$ cat src/sv/charset_detect_stream_core_defines.svh
`ifndef CHARSET_DETECT_STREAM_CORE_DEFINES_SVH
`define CHARSET_DETECT_STREAM_CORE_DEFINES_SVH

`ifndef SYNTHESIS
`define CSD_ASSERT_IMP(lbl, clk, rst_n, ante, cons, msg) \
    lbl: assert property (@(posedge clk) disable iff (!rst_n) (ante) |-> (cons)) \
        else $error(msg);
`define CSD_ASSERT_NXT(lbl, clk, rst_n, ante, cons, msg) \
    lbl: assert property (@(posedge clk) disable iff (!rst_n) (ante) |=> (cons)) \
        else $error(msg);
`else
`define CSD_ASSERT_IMP(lbl, clk, rst_n, ante, cons, msg)
`define CSD_ASSERT_NXT(lbl, clk, rst_n, ante, cons, msg)
`endif

`endif

$ cat src/sv/csd_pkg.sv
package csd_pkg;

    localparam int unsigned CSD_QUEUE_DEPTH = 2;

    localparam logic [7:0] BYTE_00 = 8'h00;
    localparam logic [7:0] BYTE_FE = 8'hFE;
    localparam logic [7:0] BYTE_FF = 8'hFF;
    localparam logic [7:0] BYTE_81 = 8'h81;
    localparam logic [7:0] BYTE_40 = 8'h40;
    localparam logic [7:0] BYTE_80 = 8'h80;
    localparam logic [7:0] MASK_FC = 8'hFC;
    localparam logic [7:0] SURR_HI = 8'hD8;
    localparam logic [7:0] SURR_LO = 8'hDC;
    localparam logic [7:0] MASK_C0 = 8'hC0;
    localparam logic [7:0] MASK_E0 = 8'hE0;
    localparam logic [7:0] MASK_F0 = 8'hF0;
    localparam logic [7:0] MASK_F8 = 8'hF8;
    localparam logic [7:0] BOM8_0  = 8'hEF;
    localparam logic [7:0] BOM8_1  = 8'hBB;
    localparam logic [7:0] BOM8_2  = 8'hBF;

    localparam logic [1:0] BOM_SIZE_NONE  = 2'd0;
    localparam logic [1:0] BOM_SIZE_UTF16 = 2'd2;
    localparam logic [1:0] BOM_SIZE_UTF8  = 2'd3;

    localparam logic [2:0] BYTE_COUNT_MAX = 3'd5;

    typedef enum logic [2:0] {
        CS_UNKNOWN = 3'd0,
        CS_ANSI    = 3'd1,
        CS_UTF8    = 3'd2,
        CS_LE      = 3'd3,
        CS_BE      = 3'd4
    } t_charset;

    // Final stream summary handed from front to back
    typedef struct packed {
        logic [31:0] head_bytes;
        logic [2:0]  byte_count;
        logic        ascii_ok;
        logic        gbk_ok;
        logic        utf8_ok;
        logic        le_ok;
        logic        be_ok;
    } t_snap;

    typedef struct packed {
        logic low_due;
        logic fail;
    } t_surr;

    function automatic t_surr surrogate_step(input logic [7:0] b, input t_surr cur);
        t_surr      nxt;
        logic [7:0] top;
        nxt = cur;
        top = b & MASK_FC;
        priority if (cur.low_due) begin
            if (top == SURR_LO) nxt.low_due = 1'b0;
            else nxt.fail = 1'b1;
        end else if (top == SURR_HI) begin
            nxt.low_due = 1'b1;
        end else if (top == SURR_LO) begin
            nxt.fail = 1'b1;
        end
        return nxt;
    endfunction

    function automatic t_charset bom_charset(input logic [31:0] head, input logic [2:0] cnt);
        logic [7:0] h0, h1, h2, h3;
        t_charset   cs;
        h0 = head[7:0];
        h1 = head[15:8];
        h2 = head[23:16];
        h3 = head[31:24];
        priority if (cnt >= 3'd4 && h0 == BYTE_00 && h1 == BYTE_00
                     && h2 == BYTE_FE && h3 == BYTE_FF) begin
            cs = CS_UNKNOWN;
        end else if (cnt >= 3'd4 && h0 == BYTE_FF && h1 == BYTE_FE
                     && h2 == BYTE_00 && h3 == BYTE_00) begin
            cs = (cnt == 3'd4) ? CS_LE : CS_UNKNOWN;
        end else if (cnt >= 3'd3 && h0 == BOM8_0 && h1 == BOM8_1 && h2 == BOM8_2) begin
            cs = CS_UTF8;
        end else if (cnt >= 3'd2 && h0 == BYTE_FF && h1 == BYTE_FE) begin
            cs = CS_LE;
        end else if (cnt >= 3'd2 && h0 == BYTE_FE && h1 == BYTE_FF) begin
            cs = CS_BE;
        end else begin
            cs = CS_UNKNOWN;
        end
        return cs;
    endfunction

    function automatic logic [1:0] bom_size(input t_charset cs);
        logic [1:0] sz;
        unique case (cs)
            CS_UTF8:        sz = BOM_SIZE_UTF8;
            CS_LE, CS_BE:   sz = BOM_SIZE_UTF16;
            default:        sz = BOM_SIZE_NONE;
        endcase
        return sz;
    endfunction

    function automatic t_charset content_charset(input t_snap s);
        t_charset cs;
        priority if (s.ascii_ok) cs = CS_ANSI;
        else if (s.gbk_ok)      cs = s.utf8_ok ? CS_UTF8 : CS_ANSI;
        else if (s.utf8_ok)     cs = CS_UTF8;
        else if (s.le_ok)       cs = CS_LE;
        else if (s.be_ok)       cs = CS_BE;
        else                    cs = CS_UNKNOWN;
        return cs;
    endfunction

endpackage

$ cat src/sv/csd_front.sv
`include "charset_detect_stream_core_defines.svh"

module csd_front
    import csd_pkg::*;
(
    input  logic       i_clk,
    input  logic       i_rst_n,
    input  logic       i_accept,
    input  logic [7:0] i_data_byte,
    input  logic       i_last_byte,
    output logic       o_push,
    output t_snap      o_snap
);

    logic [31:0] r_head_bytes, n_head_bytes;
    logic [2:0]  r_byte_count, n_byte_count;
    logic        r_length_odd, n_length_odd;
    logic        r_ascii_fail, n_ascii_fail;
    logic        r_gbk_trail_due, n_gbk_trail_due;
    logic        r_gbk_fail, n_gbk_fail;
    logic [1:0]  r_utf8_cont_left, n_utf8_cont_left;
    logic        r_utf8_fail, n_utf8_fail;
    t_surr       r_le, n_le;
    t_surr       r_be, n_be;

    always_comb begin
        n_head_bytes     = r_head_bytes;
        n_byte_count     = r_byte_count;
        n_ascii_fail     = r_ascii_fail;
        n_gbk_trail_due  = r_gbk_trail_due;
        n_gbk_fail       = r_gbk_fail;
        n_utf8_cont_left = r_utf8_cont_left;
        n_utf8_fail      = r_utf8_fail;
        n_le             = r_le;
        n_be             = r_be;
        n_length_odd     = !r_length_odd;

        if (r_byte_count < 3'd4) begin
            n_head_bytes[{r_byte_count[1:0], 3'b000} +: 8] = i_data_byte;
        end
        if (r_byte_count < BYTE_COUNT_MAX) begin
            n_byte_count = r_byte_count + 3'd1;
        end

        if (i_data_byte >= BYTE_80) n_ascii_fail = 1'b1;

        priority if (r_gbk_trail_due) begin
            if (i_data_byte < BYTE_40 || i_data_byte == BYTE_FF) n_gbk_fail = 1'b1;
            n_gbk_trail_due = 1'b0;
        end else if (i_data_byte >= BYTE_80) begin
            if (i_data_byte < BYTE_81 || i_data_byte == BYTE_FF) n_gbk_fail = 1'b1;
            else n_gbk_trail_due = 1'b1;
        end

        priority if (r_utf8_cont_left != 2'd0) begin
            if ((i_data_byte & MASK_C0) != BYTE_80) n_utf8_fail = 1'b1;
            n_utf8_cont_left = r_utf8_cont_left - 2'd1;
        end else if ((i_data_byte & BYTE_80) == BYTE_00) begin
            n_utf8_cont_left = 2'd0;
        end else if ((i_data_byte & MASK_E0) == MASK_C0) begin
            n_utf8_cont_left = 2'd1;
        end else if ((i_data_byte & MASK_F0) == MASK_E0) begin
            n_utf8_cont_left = 2'd2;
        end else if ((i_data_byte & MASK_F8) == MASK_F0) begin
            n_utf8_cont_left = 2'd3;
        end else begin
            n_utf8_fail = 1'b1;
        end

        if (r_length_odd) n_le = surrogate_step(i_data_byte, r_le);
        else n_be = surrogate_step(i_data_byte, r_be);
    end

    always_comb begin
        o_push            = i_accept && i_last_byte;
        o_snap.head_bytes = n_head_bytes;
        o_snap.byte_count = n_byte_count;
        o_snap.ascii_ok   = !n_ascii_fail;
        o_snap.gbk_ok     = !n_gbk_fail && !n_gbk_trail_due;
        o_snap.utf8_ok    = !n_utf8_fail && (n_utf8_cont_left == 2'd0);
        o_snap.le_ok      = !n_length_odd && !n_le.fail && !n_le.low_due;
        o_snap.be_ok      = !n_length_odd && !n_be.fail && !n_be.low_due;
    end

    always_ff @(posedge i_clk) begin
        if (!i_rst_n || (i_accept && i_last_byte)) begin
            r_head_bytes     <= '0;
            r_byte_count     <= '0;
            r_length_odd     <= 1'b0;
            r_ascii_fail     <= 1'b0;
            r_gbk_trail_due  <= 1'b0;
            r_gbk_fail       <= 1'b0;
            r_utf8_cont_left <= '0;
            r_utf8_fail      <= 1'b0;
            r_le             <= '0;
            r_be             <= '0;
        end else if (i_accept) begin
            r_head_bytes     <= n_head_bytes;
            r_byte_count     <= n_byte_count;
            r_length_odd     <= n_length_odd;
            r_ascii_fail     <= n_ascii_fail;
            r_gbk_trail_due  <= n_gbk_trail_due;
            r_gbk_fail       <= n_gbk_fail;
            r_utf8_cont_left <= n_utf8_cont_left;
            r_utf8_fail      <= n_utf8_fail;
            r_le             <= n_le;
            r_be             <= n_be;
        end
    end

    `CSD_ASSERT_IMP(a_count_sat, i_clk, i_rst_n, 1'b1, r_byte_count <= BYTE_COUNT_MAX, "byte count past saturation")
    `CSD_ASSERT_NXT(a_clear_on_last, i_clk, i_rst_n, i_accept && i_last_byte, r_byte_count == 3'd0 && !r_length_odd, "stream state not cleared after last word")

endmodule

$ cat src/sv/csd_queue.sv
`include "charset_detect_stream_core_defines.svh"

module csd_queue
    import csd_pkg::*;
#(
    parameter int unsigned DEPTH = CSD_QUEUE_DEPTH
) (
    input  logic  i_clk,
    input  logic  i_rst_n,
    input  logic  i_push,
    input  t_snap i_data,
    output logic  o_full,
    input  logic  i_pop,
    output logic  o_valid,
    output t_snap o_data
);

    localparam int unsigned PTR_W = (DEPTH > 1) ? $clog2(DEPTH) : 1;
    localparam int unsigned CNT_W = $clog2(DEPTH + 1);
    localparam logic [PTR_W-1:0] PTR_LAST = PTR_W'(DEPTH - 1);
    localparam logic [CNT_W-1:0] CNT_FULL = CNT_W'(DEPTH);

    t_snap            r_mem [DEPTH];
    logic [PTR_W-1:0] r_wr_ptr, n_wr_ptr;
    logic [PTR_W-1:0] r_rd_ptr, n_rd_ptr;
    logic [CNT_W-1:0] r_count, n_count;

    assign o_full  = (r_count == CNT_FULL);
    assign o_valid = (r_count != '0);
    assign o_data  = r_mem[r_rd_ptr];

    always_comb begin
        n_wr_ptr = r_wr_ptr;
        n_rd_ptr = r_rd_ptr;
        n_count  = r_count;
        if (i_push) begin
            n_wr_ptr = (r_wr_ptr == PTR_LAST) ? '0 : r_wr_ptr + PTR_W'(1);
        end
        if (i_pop) begin
            n_rd_ptr = (r_rd_ptr == PTR_LAST) ? '0 : r_rd_ptr + PTR_W'(1);
        end
        unique case ({i_push, i_pop})
            2'b10:   n_count = r_count + CNT_W'(1);
            2'b01:   n_count = r_count - CNT_W'(1);
            default: n_count = r_count;
        endcase
    end

    always_ff @(posedge i_clk) begin
        if (!i_rst_n) begin
            r_wr_ptr <= '0;
            r_rd_ptr <= '0;
            r_count  <= '0;
        end else begin
            r_wr_ptr <= n_wr_ptr;
            r_rd_ptr <= n_rd_ptr;
            r_count  <= n_count;
        end
    end

    always_ff @(posedge i_clk) begin
        if (i_push) begin
            r_mem[r_wr_ptr] <= i_data;
        end
    end

    `CSD_ASSERT_IMP(a_no_overflow, i_clk, i_rst_n, i_push, !o_full, "push into full queue")
    `CSD_ASSERT_IMP(a_no_underflow, i_clk, i_rst_n, i_pop, o_valid, "pop from empty queue")

endmodule

$ cat src/sv/csd_back.sv
`include "charset_detect_stream_core_defines.svh"

module csd_back
    import csd_pkg::*;
(
    input  logic       i_clk,
    input  logic       i_rst_n,
    input  logic [2:0] i_expected,
    input  logic       i_q_valid,
    input  t_snap      i_q_data,
    output logic       o_q_pop,
    output logic       o_valid,
    input  logic       i_ready,
    output logic [2:0] o_charset,
    output logic [1:0] o_bom_size,
    output logic       o_accepted
);

    logic       r_valid;
    logic [2:0] r_charset;
    logic [1:0] r_bom_size;
    logic       r_accepted;

    t_charset   bom_cs;
    t_charset   cont_cs;
    logic [2:0] n_charset;
    logic [1:0] n_bom_size;
    logic       n_accepted;

    assign o_q_pop = i_q_valid && (!r_valid || i_ready);

    always_comb begin
        bom_cs     = bom_charset(i_q_data.head_bytes, i_q_data.byte_count);
        cont_cs    = content_charset(i_q_data);
        n_charset  = 3'(bom_cs);
        n_bom_size = bom_size(bom_cs);
        n_accepted = 1'b1;
        if (i_expected != 3'(CS_UNKNOWN) && i_expected != n_charset) begin
            if (n_bom_size != BOM_SIZE_NONE || 3'(cont_cs) != i_expected) begin
                n_accepted = 1'b0;
            end else begin
                n_charset = i_expected;
            end
        end
        if (n_accepted && n_charset == 3'(CS_UNKNOWN)) begin
            n_charset  = 3'(cont_cs);
            n_bom_size = BOM_SIZE_NONE;
        end
        if (n_charset == 3'(CS_UNKNOWN)) begin
            n_accepted = 1'b0;
        end
    end

    always_ff @(posedge i_clk) begin
        if (!i_rst_n) begin
            r_valid <= 1'b0;
        end else if (o_q_pop) begin
            r_valid <= 1'b1;
        end else if (i_ready) begin
            r_valid <= 1'b0;
        end
    end

    always_ff @(posedge i_clk) begin
        if (o_q_pop) begin
            r_charset  <= n_charset;
            r_bom_size <= n_bom_size;
            r_accepted <= n_accepted;
        end
    end

    assign o_valid    = r_valid;
    assign o_charset  = r_charset;
    assign o_bom_size = r_bom_size;
    assign o_accepted = r_accepted;

    `CSD_ASSERT_IMP(a_accept_known, i_clk, i_rst_n, r_valid && r_accepted, r_charset != 3'(CS_UNKNOWN), "accepted word with unknown charset")
    `CSD_ASSERT_IMP(a_bom_charset, i_clk, i_rst_n, r_valid && r_bom_size != BOM_SIZE_NONE, r_charset == 3'(CS_UTF8) || r_charset == 3'(CS_LE) || r_charset == 3'(CS_BE), "bom size without bom charset")

endmodule

$ cat src/sv/charset_detect_stream_core.sv
// Streaming text charset detector. Takes one byte per cycle with a last-byte
// mark and, for each buffer, returns one word: detected charset, byte order
// mark size to skip and an accept flag checked against expected_charset
// (register 0, byte address 0; 0 means auto). Bytes go in back to back at one
// per cycle unless stalled, updating the front-end validator state per byte.
// A buffer's summary is written into the queue and its result then registered
// in the output register. A two-entry queue and the output register absorb
// output stalls, so input stalls only when both hold results not yet taken.
// Write the register only while no buffer is in flight.
module charset_detect_stream_core
    import csd_pkg::*;
#(
    parameter int unsigned QUEUE_DEPTH = CSD_QUEUE_DEPTH
) (
    input  logic        i_clk,
    input  logic        i_rst_n,
    input  logic        i_valid,
    output logic        o_ready,
    input  logic [7:0]  i_data_byte,
    input  logic        i_last_byte,
    output logic        o_valid,
    input  logic        i_ready,
    output logic [2:0]  o_charset,
    output logic [1:0]  o_bom_size,
    output logic        o_accepted,
    input  logic        psel,
    input  logic        penable,
    input  logic        pwrite,
    input  logic [2:0]  paddr,
    input  logic [31:0] pwdata,
    output logic [31:0] prdata,
    output logic        pready
);

    logic [2:0] r_expected;
    logic       accept;
    logic       push;
    t_snap      push_snap;
    logic       q_full;
    logic       q_valid;
    t_snap      q_data;
    logic       q_pop;

    assign pready = 1'b1;
    assign prdata = (paddr[2] == 1'b0) ? {29'd0, r_expected} : 32'd0;

    always_ff @(posedge i_clk) begin
        if (!i_rst_n) begin
            r_expected <= 3'd0;
        end else if (psel && penable && pwrite && paddr[2] == 1'b0) begin
            r_expected <= pwdata[2:0];
        end
    end

    assign o_ready = !q_full;
    assign accept  = i_valid && o_ready;

    csd_front u_front (
        .i_clk       (i_clk),
        .i_rst_n     (i_rst_n),
        .i_accept    (accept),
        .i_data_byte (i_data_byte),
        .i_last_byte (i_last_byte),
        .o_push      (push),
        .o_snap      (push_snap)
    );

    csd_queue #(
        .DEPTH (QUEUE_DEPTH)
    ) u_queue (
        .i_clk   (i_clk),
        .i_rst_n (i_rst_n),
        .i_push  (push),
        .i_data  (push_snap),
        .o_full  (q_full),
        .i_pop   (q_pop),
        .o_valid (q_valid),
        .o_data  (q_data)
    );

    csd_back u_back (
        .i_clk      (i_clk),
        .i_rst_n    (i_rst_n),
        .i_expected (r_expected),
        .i_q_valid  (q_valid),
        .i_q_data   (q_data),
        .o_q_pop    (q_pop),
        .o_valid    (o_valid),
        .i_ready    (i_ready),
        .o_charset  (o_charset),
        .o_bom_size (o_bom_size),
        .o_accepted (o_accepted)
    );

endmodule
$ cat config.mk
export PLATFORM = sky130hd
export DESIGN_NAME = charset_detect_stream_core
export DESIGN_NICKNAME = d
export VERILOG_FILES = /design/src/sv/csd_pkg.sv /design/src/sv/csd_front.sv /design/src/sv/csd_queue.sv /design/src/sv/csd_back.sv /design/src/sv/charset_detect_stream_core.sv
export VERILOG_INCLUDE_DIRS = /design/src /design/src/sv
export SDC_FILE = /design/constraint.sdc
export NUM_CORES = 1
export LEC_CHECK = 0
export BUFFER_PORTS_ARGS = -buffer_cell sky130_fd_sc_hd__buf_2
export CELL_PAD_IN_SITES_DETAIL_PLACEMENT = 1
export CELL_PAD_IN_SITES_GLOBAL_PLACEMENT = 1
export CORE_MARGIN = 4
export CORE_UTILIZATION = 45
export DETAILED_ROUTE_END_ITERATION = 8
export GPL_TIMING_DRIVEN = 1
export PLACE_DENSITY_LB_ADDON = 0.1
export SYNTH_ARGS = -nofsm -noshare
export SYNTH_HDL_FRONTEND = slang
export SYNTH_SLANG_ARGS = --single-unit
$ cat constraint.sdc
create_clock -name i_clk -period 4.33 [get_ports i_clk]
set_input_delay 0.6495 -clock i_clk [delete_from_list [all_inputs] [get_ports i_clk]]
set_output_delay 0.6495 -clock i_clk [all_outputs]
set_load 0.02 [all_outputs]
==> results of run 1 <==
[how the worst min path moves through the flow]
stage,start,to,cells after the start
after floorplan,u_front.r_le[0],u_front.r_le[0],2
after global placement,u_front.r_le[0],u_front.r_le[0],2
after detailed placement,u_front.r_head_bytes[5],u_front.r_head_bytes[5],2
after CTS,u_front.r_head_bytes[5],u_front.r_head_bytes[5],2
after global routing,u_front.r_head_bytes[8],u_front.r_head_bytes[8],2
final,u_front.r_head_bytes[25],u_front.r_head_bytes[25],2
[synth_stat cells, types with 3 or more instances]
library cell,n,area [um2]
nor4_1,12,75.07
o31ai_1,3,22.52
nand2b_1,7,43.79
nor2_1,36,135.1
nand3b_1,4,30.03
nor3_1,13,65.06
buf_4,32,240.2
dfxtp_1,55,1101
a21oi_1,48,240.2
nand3_1,16,80.08
ha_1,7,87.58
nand4_1,10,62.56
nor2b_1,9,56.30
nand4b_1,8,70.07
nor3b_1,3,22.52
o21ai_0,15,75.07
and2_1,5,31.28
inv_1,7,26.28
edfxtp_1,86,2582
o21bai_1,3,22.52
a22o_1,34,297.8
clkbuf_1,24,90.09
nand2_1,96,360.4
o21a_1,4,30.03
mux2i_1,4,40.04
xnor2_1,6,52.55
o22ai_1,6,37.54
buf_2,4,20.02
[worst max-delay path, stage by stage, from the launching register on]
cell and delay (ps):
dfxtp_1 780, buf_4 360, nand3_1 130, a221oi_2 370, o211ai_2 200, a221oi_2 380
nor3b_1 100, a211oi_1 220, a31oi_1 60
[through the flow]
| step | setup slack, ps | hold WS (ps) | power (mW) | instance area (um2) | cells |
|---|---|---|---|---|---|
| after floorplan | 1090 | 429.4 | 2.095 | 6593 | 636 |
| after global placement | 1568 | 441.3 | 2.227 | 6669 | 791 |
| after detailed placement | 1523 | 449.8 | 2.254 | 6669 | 791 |
| after CTS | 1475 | 457.7 | 3.839 | 7316 | 823 |
| after global routing | 1245 | 481.0 | 3.974 | 7316 | 823 |
| final | 1477 | 454.6 | 3.812 | 7316 | 823 |
[area by class of cell]
class	instances	share of cell area
Clock buffer	17	0.05815
Inverter	7	0.003592
Multi-Input combinational cell	426	0.3460
Timing Repair Buffer	37	0.02771
Tap cell	180	0.03079
Clock inverter	15	0.03027
Sequential cell	141	0.5035
[kinds of logic after synthesis]
family / Yosys count / share of synthesized area
xor gates and xnor gates: 7 / 0.009451
buffers and inverters: 69 / 0.05940
and+or+nand+nor: 243 / 0.1998
AOI/OAI and AO/OA: 135 / 0.1427
muxes: 4 / 0.006172
DFF: 141 / 0.5678
adders and majority gates: 7 / 0.01350
other: 2 / 0.001158
[report_power, final]
part           switching [mW]  internal, mW  total, mW
Sequential             0.0954          1.57       1.67
Combinational           0.384         0.179      0.563
Clock                   0.561          1.02       1.58
Total                    1.04          2.77       3.81
[sequential cells by signal, summed over array words and instances (netlist names), named ones only]
| signal | cells |
|---|---|
| u_back.o_accepted | 1 |
| u_front.r_byte_count | 3 |
| u_queue.r_rd_ptr | 1 |
| u_front.r_utf8_cont_left | 2 |
| u_front.r_head_bytes | 32 |
| u_front.r_utf8_fail | 1 |
| u_front.r_gbk_trail_due | 1 |
| u_back.o_charset | 3 |
| u_back.o_bom_size | 2 |
| u_back.o_valid | 1 |
| u_front.r_le | 2 |
| u_front.r_gbk_fail | 1 |
| u_queue.r_mem | 80 |
| u_front.r_be | 1 |
| u_front.r_ascii_fail | 1 |
| r_expected | 3 |
| u_queue.r_wr_ptr | 1 |
| u_queue.r_count | 2 |
| u_front.r_length_odd | 1 |
[metal layers]
| metal | GRT usage | vias to the layer above |
|---|---|---|
| li1 | - | 2229 |
| met1 | 0.2730 | 2363 |
| met2 | 0.3598 | 126 |
| met3 | 0.04292 | 22 |
| met4 | 0.07303 | 0 |
| met5 | 0 | - |
==> results.txt, run 1 <==
Among all flip-flop cells after synthesis, the most frequent one is edfxtp_1. The Yosys step of the flow raised 0 warnings. In this run the number of H-tree levels came out at 4.

The critical path startpoint category is a flop. The average cell area after synthesis came out at 10.67 um2. The die covers 0.01640 mm2. The worst supply voltage drop on vdd came out at around 0.00026 V. The routed wire length came out at 16.91 mm. The height of the chip came out at 128.1 um. The top achievable clock speed came out at between 300 and 400 MHz. Measured against its own limit, the worst slew margin works out to 0.3179. The area growth from synthesis to layout is 12.77%. The synthesized design contains 86 enable-type register cells. Dividing the final minimum period by the clock period gives 0.6588.

The async set-reset flop share out of synthesis is 0. After the first detailed-routing iteration, the DRC count stood at 270. The total grt overflow is 0.

The master cell of the clock root buffer is clkbuf_16. The initial antenna violation count came out at 0. For this configuration, the core starts out at a cell density of 0.4638. The first-pass detailed-route iteration total is 4. The clock tree from TritonCTS is done. In this run the deepest clock path goes through 2 buffers. In this run, post-CTS hold repair placed 0 buffers. Of the cells placed in the final design, the portion with a size suffix greater than 1 is 0.1229. The met3 wire length came out at 1.007 mm. The library cell used most frequently in the layout, excluding fill and tap cells, is nand2_1.

The slack of the worst reg-to-reg path is 1480 ps. The post-cts resize count came out at 0. In the final routed layout, each cell accounts on average for 20.54 um. After clock tree synthesis, the clock-pin slew on the worst setup and hold paths is ~60 ps. STA classifies the critical path endpoint as a flop. The area of the multi-input gates came out at 0.002531 mm2. After legalization and detailed placement, the total HPWL measured 11.48 mm. The post-synthesis sequential area ratio came out at 0.5678. The combined area of all synthesized cells is between 0.006 and 0.007 mm2. The floorplan has 43 rows. The type of the worst setup path is reg2reg. After clock tree synthesis, the setup repair step added 0 buffers. The aggregate negative setup slack came out at 0 ps. The shortest clock period the worst path allows after layout came out at 2853 ps. The clock latency at the later pin of the worst-skew pair is approximately 420 ps.

The slew of the pin with the lowest slew margin is 1021 ps. The core region is roughly 0.014 mm2. The total of buffers placed on input and output ports is 30. The final route contains 4740 vias. The count of endpoints failing hold in the final timing report is 0. The type of the most critical hold path is reg2reg. The end-of-flow core utilization is 0.5230.

The run finished with clean final reports. The number of fill cells came out at between 1.5k and 2k. The die boundary width is ~130 um. The routed wire length on met2 is roughly 8.5 mm. The last weighted congestion value of the routability-driven placer is 0.8402. Leaving out fill and tap cells, the most frequent cells in the layout are nand2_1 (96), edfxtp_1 (86), dfxtp_1 (55). For the worst setup path, the data arrival time is between 3000 and 4000 ps. The highest net fanout along the worst path came out at 23. In the global route stage, overall resource usage came out at 0.2128. The largest net degree at the start of global routing came out at 47.

The count of unique library cells instantiated by Yosys came out at 64. For this block, wires on met1 add up to 7.066 mm. The detailed router used layers up to and including met4. The per-cell via count in the routed design came out at 5.759.

The CTS buffer count is 17. The total of flip-flops plus latches after synthesis came out at about 140. In the routed design, unresolved DRC markers number 0. Setup repair after global routing left no endpoint under its margin.

The I/O pin count is 92. The total power per unit cell area is 521.0 mW/mm2. The endpoint of the worst register-to-register path is u_back.o_accepted. The depth of the worst register-to-register path came out at 8. The first global-routing pass estimated 26.48 mm of wire. The most critical setup path has its endpoint at u_back.o_accepted. The analysis attributes to cell leakage a power of 2.555 nW. At the worst endpoint, the required time is 4500 ps. For this run, the post-layout net count is 688.

The synthesized instance count is 608. The worst-case clock skew came out at 7.600 ps. The total of max-cap violations came out at 0.

The final count of pins violating max slew is 0. The setup violation total in the final timing report came out at 0. Clock tree synthesis found a total of 141 sinks. The total area of sequential cells came out at around 0.0037 mm2. The number of global-route vias before repair came to 4947.

The number of antenna diodes in the final layout is 0. The number of antenna-violating nets in the routed design came out at 0.
Power figures use the tool's default switching activity.
==> run 2, diff against run 1 <==
==> constraint.sdc (replaced) <==
create_clock -name i_clk -period 2.7 [get_ports i_clk]
set_input_delay 0.405 -clock i_clk [delete_from_list [all_inputs] [get_ports i_clk]]
set_output_delay 0.405 -clock i_clk [all_outputs]
set_load 0.02 [all_outputs]
==> run 2 against run 1 <==
Against the previous run:
- via count increased by 0.21%
- clock skew increased by 1.3 ps
- global-route usage decreased by 0.77 points
- final cell count increased by 0.73%
- largest cell class unchanged
- sequential power increased by 58%
- total power increased by 54%
- design area increased by 0.19%
- critical path depth unchanged
- hold slack got worse by 210 ps
- core utilization increased by 0.098 points
==> results.txt, run 2 (synthesis gave the netlist of run 1 again) <==
The HPWL reported at the end of detailed placement came to 11.34 mm (-1.2%). The number of global-route vias before repair is 4770 (-3.6%). The height of the chip came out at 128.1 um (unchanged). The aggregate negative setup slack was 0 ps (unchanged). The shortest clock period the worst path allows after layout came out at 2335 ps (-517.5 ps). The flow ran to the end, and the final reports show no timing, DRC or antenna violations. Signal routing reaches up to met4. The area growth from synthesis to layout came out at 12.98%. The fraction of layout instances using a drive strength above 1 was 0.1325 (+0.009650). The met3 wire length is 640 um (-36%). The count of endpoints failing hold in the final timing report came to 0 (unchanged). The worst hold path terminates at r_expected[2].

STA classifies the critical path endpoint as a flop. The clock latency at the later pin of the worst-skew pair is 420 ps (about the same). The routed wire length came out at 16.37 mm (-3.1%). The type of the worst setup path is reg2reg. The top achievable clock speed came out at 428.2 MHz (+22%). The endpoint identified for the worst register-to-register timing path is u_back.o_accepted. The critical path startpoint category is a flop. The number of setup buffers added after CTS was 0 (unchanged). The area of the core region came out at 0.01399 mm2 (unchanged). The worst slew margin relative to its limit is 0.4618 (+0.1439). The global router's overall resource usage is 0.2051 (-0.007737). The DRC violation total after the first TritonRoute iteration is 324 (+20%). The final clock period utilization by the worst path is 0.8649 (+0.2061). Setup repair after global routing left no endpoint under its margin.

The initial antenna violation count is 0 (unchanged). The total grt overflow was 0 (unchanged). The starting utilization of the core area is 0.4638 (unchanged).

The required time of the critical path is 2870 ps (-1630 ps). More flip-flops sit in one register than any other, and that register is u_queue.r_mem. The highest net fanout along the worst path is 4 (-83%). The slack of the worst reg-to-reg path is 360 ps (-1110 ps). The type of the most critical hold path is in2reg. The signal on the critical path passes through nor4_1, o21ai_0, o21ai_0, buf_4, a41oi_1, a31o_2, a211oi_1, a31oi_1. The CTS buffer count was 17 (unchanged). The routed wire length on met2 came out at 7.833 mm (-8.0%). The setup violation total in the final timing report is 0 (unchanged). The depth of the worst register-to-register path came to 8 (unchanged).

The slowest library cell on the worst path is nor4_1. The family with the most delay on the worst path is compound AO/OA/AOI/OAI gates. The startpoint identified for the worst register-to-register timing path is u_queue.r_mem[0][31].

The post-cts resize count is 0 (unchanged). The last weighted congestion value of the routability-driven placer came out at 0.7982 (-5.0%). The per-cell via count in the routed design is 5.730 (-0.51%). The I/O pin count is 92 (unchanged). The startpoint identified for the worst hold timing path is pwdata[2]. The number of placement rows is 43 (unchanged). In this run the clock root is driven by a clkbuf_16. The number of nets in the layout came to 694 (+0.87%). The first-pass detailed-route iteration total came out at 5 (+1). The flip-flop count of the largest register, all copies and words added came out at 80 (unchanged). The final count of pins violating max slew came out at 0 (unchanged).

The worst-case clock skew is 8.916 ps (+1.316 ps). The largest net degree at the start of global routing came to 44 (-6.4%). The worst supply voltage drop on vdd came out at 0.0004748 V (+83%). The number of cells on the worst hold path came out at 3 (+1). The worst path arrival time came out at 2500 ps (-520 ps). The number of remaining DRC errors is 0 (unchanged). The routed length per placed instance was 19.75 um (-3.8%). The post-route cell area was 0.007330 mm2 (+0.19%). The count of H-tree levels built during CTS came to 4 (unchanged). The clock-pin slew reported for the worst setup and hold paths after clock tree synthesis came out at 60 ps (about the same). The library cells used most frequently in the layout, excluding fill and tap cells, are nand2_1 (96), edfxtp_1 (86), dfxtp_1 (55). The total via count in the routed design is 4750 (+0.21%). The total of max-cap violations is 0 (unchanged). The largest registers in the layout are u_queue.r_mem: 80 flops, u_front.r_head_bytes: 32 flops.

The slew of the pin with the lowest slew margin came out at 804.3 ps (-216.2 ps). The commonest non-fill, non-tap cell in the layout is nand2_1. The total of buffers placed on input and output ports came out at 30 (unchanged). The post-route met1 wirelength came out at 7.648 mm (+8.2%). The number of clock sinks came out at 141 (unchanged). The full die area came to 0.01640 mm2 (unchanged). The post-placement cell area is 0.006753 mm2 (+1.3%).

The total power per unit cell area was 802.5 mW/mm2 (+54%). The first-pass GRT wire length came out at 25.72 mm (-2.9%). The cell repeated most along the worst path is o21ai_0. The standby leakage power is 2.558 nW (+0.10%). The number of buffers inserted for hold repair after clock tree synthesis was 0 (unchanged). The die boundary width was 128.1 um (unchanged). The number of antenna-violating nets in the routed design came to 0 (unchanged). The antenna diode count is 0 (unchanged).

The stage delay of the slowest cell on the critical path is 490 ps (-290 ps). TritonCTS built the clock tree. The combined buffer and inverter count along the critical path came out at 1 (unchanged). The maximum buffer depth of the clock tree came to 2 (unchanged).
## run 2: changes by cell type in the layout (fill, tap and decap cells not counted)
| cell | delta |
|---|---|
| and3_2 | +1 |
| clkinv_1 | -2 |
| buf_4 | +3 |
| inv_6 | +1 |
| clkinv_4 | -1 |
| clkinv_2 | +1 |
| buf_12 | +3 |
| clkbuf_1 | +2 |
| and3_1 | -1 |
| bufinv_16 | -3 |
| clkinvlp_4 | +2 |
## run 2: area by class of cell
cell class,instances,area [um2]
Clock buffer,19,432.9
Clock inverter,13,143.9
Fill cell,1554,6659
Inverter,7,26.28
Multi-Input combinational cell,426,2532
Sequential cell,141,3684
Tap cell,180,225.2
Timing Repair Buffer,43,285.3
## run 2: layer usage
metal	track usage	up-vias
met5	0	-
met4	0.06617	0
met2	0.3272	103
met1	0.2831	2386
li1	-	2240
met3	0.03958	21
## run 2: where the power goes
group / total (mW) / internal [mW] / switching [mW]
registers: 2.64 / 2.52 / 0.117
clock network: 2.26 / 1.36 / 0.900
logic: 0.981 / 0.327 / 0.654
total: 5.88 / 4.21 / 1.67
## run 2: stage by stage
stage	worst slack (ps)	util	std cells	hold slack, ps	power [mW]
final	364.8	0.5240	829	246.1	5.882
after global routing	187.3	0.5240	829	266.9	6.154
after CTS	357.9	0.5240	829	233.1	5.923
after detailed placement	365.5	0.4827	797	450.4	3.658
after global placement	362.8	0.4827	797	440.1	3.616
after floorplan	133.6	-	636	429.4	3.359
## run 2: worst max path at each step
stage          cells past startpoint            startpoint  slack [ps]                  end
2_1_floorplan                      5    u_queue.r_count[0]         130  u_queue.r_mem[0][0]
3_3_place_gp                       8  u_queue.r_mem[0][31]         360    u_back.o_accepted
3_5_place_dp                       8                  flop         370    u_back.o_accepted
4_1_cts                            8                  flop         360    u_back.o_accepted
5_1_grt                            8                  flop         190    u_back.o_accepted
6_report                           8  u_queue.r_mem[0][31]         360    u_back.o_accepted
## run 2: tightest hold or removal path, stage by stage
cell and delay, ps:
buf_2 80, mux2i_1 50, nor2b_1 90
==> run 3, diff against run 2 <==
--- a/config.mk
+++ b/config.mk
@@ -10,7 +10,7 @@
 export CELL_PAD_IN_SITES_DETAIL_PLACEMENT = 1
 export CELL_PAD_IN_SITES_GLOBAL_PLACEMENT = 1
 export CORE_MARGIN = 4
-export CORE_UTILIZATION = 45
+export CORE_UTILIZATION = 41
 export DETAILED_ROUTE_END_ITERATION = 8
 export GPL_TIMING_DRIVEN = 1
 export PLACE_DENSITY_LB_ADDON = 0.1
==> constraint.sdc (replaced) <==
create_clock -name i_clk -period 2.08 [get_ports i_clk]
set_input_delay 0.416 -clock i_clk [delete_from_list [all_inputs] [get_ports i_clk]]
set_output_delay 0.416 -clock i_clk [all_outputs]
set_load 0.02 [all_outputs]
==> run 3 against run 2 <==
Against the previous run:
- the flow now finishes with violations (negative setup slack)
- total power grew 42%
- combinational power rose by 50%
- sequential share of layout area decreased by 4.4 points
- design area rose by 9.7%
- critical path depth stayed put
- sequential power grew 30%
- largest power group is now the clock network
==> results.txt, run 3 (synthesis gave the netlist of run 1 again) <==
The run finished, with violations left. The checks that failed: negative setup slack. The total of buffers placed on input and output ports came out at 30 (unchanged). The library cell used most frequently in the layout, excluding fill and tap cells, is nand2_1.

The post-route met1 wirelength is 8.000 mm (+4.6%). The I/O pin count is 92 (unchanged). The slack of the worst reg-to-reg path came out at -110 ps (-480 ps). The sequential fraction of design power came out at 0.411 (-0.038). The net switching power figure is 2.223 mW (+33%). The total via count in the routed design was 4921 (+3.6%).

The die boundary width is 133.8 um (+4.5%). The number of antenna-violating nets in the routed design is 0 (unchanged). The number of nets in the layout is 743 (+7.1%). The worst slew margin relative to its limit came to 0.6143 (+0.1525). The routed length per placed instance is 19.69 um (-0.29%). The routed wire length came out at 17.90 mm (+9.3%). The area of the multi-input gates came out at 0.002730 mm2 (+7.8%).

Setup repair after global routing could not meet its margin everywhere. The post-route cell area is 0.008043 mm2 (+9.7%). The initial antenna violation count is 0 (unchanged).

The highest net fanout along the worst path was 35 (+31). The total of max-cap violations is 0 (unchanged). The maximum buffer depth of the clock tree is 2 (unchanged). The first-pass GRT wire length was 27.86 mm (+8.3%). The count of H-tree levels built during CTS came out at 4 (unchanged). STA classifies the critical path endpoint as a flop. After detailed routing, no signal wire sits above met4. The number of global-route vias before repair is 5090 (+6.7%). The master cell of the clock root buffer is clkbuf_16. The worst setup slack after layout came out at -111.0 ps (-475.8 ps). The required time of the critical path is 2250 ps (-620 ps).

The last weighted congestion value of the routability-driven placer came out at 0.8650 (+8.4%). The setup path with the least slack is of type reg2reg. The standby leakage power was 2.878 nW (+13%).

The largest net degree at the start of global routing came out at 47 (+6.8%). The CTS buffer count came out at 17 (unchanged). The final count of pins violating max slew is 0 (unchanged). The met3 wire length is 779 um (+22%). The DRC violation total after the first TritonRoute iteration came to 270 (-17%).

The area of the core region was 0.01537 mm2 (+9.9%). The total power per unit cell area is 1039 mW/mm2 (+29%). The number of fill cells came out at 1644 (+5.8%). The worst supply voltage drop on vdd came out at 0.0006202 V (+31%). The relative contribution of combinational cells to total power came out at 0.176 (+0.009). In the layout the commonest cells are nand2_1 (94), edfxtp_1 (86), buf_4 (58). The worst path arrival time came out at 2360 ps (-140 ps). The top achievable clock speed is 456.4 MHz (+6.6%). The worst setup timing slack at the placement stage is -339.9 ps (-705.4 ps). The per-cell via count in the routed design is 5.414 (-5.5%). The internal cell power is 6.132 mW (+46%). The number of remaining DRC errors came out at 0 (unchanged). The end-of-flow core utilization was 0.5232 (-0.0007310). The setup violation total in the final timing report is 4 (+4). The antenna diode count is 0 (unchanged). The largest registers in the layout are u_queue.r_mem: 80 flops, u_front.r_head_bytes: 32 flops. The total area of sequential cells was 0.003685 mm2 (about the same). The aggregate negative setup slack is -292.6 ps (-292.6 ps). The height of the chip came out at 133.8 um (+4.5%). The post-placement cell area is 0.007133 mm2 (+5.6%). The count of endpoints failing hold in the final timing report was 0 (unchanged).

From synthesis to final layout, the design area changed by 23.97%. The power after layout is 8.355 mW (+42%). The global router's overall resource usage came out at 0.2010 (-0.004059).

The critical path startpoint category is a flop. The total grt overflow came to 0 (unchanged). The flip-flop count of the largest register, all copies and words added is 80 (unchanged).

The number of buffers inserted for hold repair after clock tree synthesis came out at 0 (unchanged). The routed wire length on met2 came out at 8.874 mm (+13%). The fraction of layout instances using a drive strength above 1 is 0.2292 (+0.09671). The switching power share of the total is 0.2661 (-0.01792). The most flop-heavy register is u_queue.r_mem. The first-pass detailed-route iteration total was 4 (-1). The starting utilization of the core area came out at 0.4221 (-0.04172). The clock latency at the later pin of the worst-skew pair came out at 420 ps (about the same).

The worst-case clock skew is 8.368 ps (-0.5474 ps). The number of clock sinks came out at 141 (unchanged). The slew of the pin with the lowest slew margin is 578.5 ps (-225.8 ps). The tightest min-delay check is of the in2reg type. The final clock period utilization by the worst path was 1.053 (+0.1885). The clock-pin slew reported for the worst setup and hold paths after clock tree synthesis is 60 ps (about the same). The HPWL reported at the end of detailed placement came out at 12.57 mm (+11%).

The full die area came to 0.01790 mm2 (+9.1%). The shortest clock period the worst path allows after layout came out at 2191 ps (-144.2 ps). TritonCTS built the clock tree. The portion of total power attributed to the clock network came out at 0.413 (+0.029). The number of placement rows is 45 (+4.7%).
run 3: cell types whose count changed in the layout (fill, tap and decap cells not counted), sizes merged:
cell      change
clkinvlp      -1
buf          +49
clkinv        -3
bufinv        +4
clkbuf        +1
inv           -1
run 3: layout make-up:
cell class | instances | area share
flip-flops and latches | 141 | 0.4582
multi-input cells | 426 | 0.3395
repair buffers | 92 | 0.08276
clock buffers | 20 | 0.05678
well taps | 211 | 0.03283
clock inverters | 12 | 0.02676
inverters | 7 | 0.003267
run 3: metal layers:
layer,vias up,track usage
met1,2471,0.2704
met4,0,0.06057
met3,22,0.04164
li1,2341,-
met2,87,0.3290
met5,-,0
run 3: power by group through the flow:
stage / Combinational (mW) / Sequential (mW) / Clock (mW)
2_1_floorplan: 0.852 / 3.51 / 0
3_3_place_gp: 1.37 / 3.46 / 0
3_5_place_dp: 1.41 / 3.47 / 0
4_1_cts: 1.43 / 3.42 / 3.50
5_1_grt: 1.61 / 3.46 / 3.65
6_report: 1.47 / 3.44 / 3.45
run 3: per-stage QoR:
stage | hold slack [ps] | std cells
6_report | 260.0 | 909
5_1_grt | 257.4 | 909
4_1_cts | 248.5 | 905
3_5_place_dp | 448.6 | 871
3_3_place_gp | 441.9 | 871
2_1_floorplan | 429.4 | 636
run 3: timing repair:
action,4_1_cts,5_1_grt
resized for setup,8,26
pin swaps,6,19
endpoints found under the setup margin,5,13
buffers inserted,2,4
run 3: final timing paths:
path,startpoint,endpoint,depth (start not counted)
worst max-delay path,flop,u_back.o_accepted,8
worst min-delay path,pwdata[2],r_expected[2],3
worst max register to register,flop,u_back.o_accepted,8
worst min register to register,u_front.r_head_bytes[31],u_front.r_head_bytes[31],2
run 3: critical path, stage by stage, from the launching register on:
cell and delay (ps):
dfxtp_2 330, buf_12 160, nand3b_1 180, a221oi_2 330, o211ai_2 200, a221oi_4 370, nor3b_2 90, a211oi_2 210
a31oi_1 60
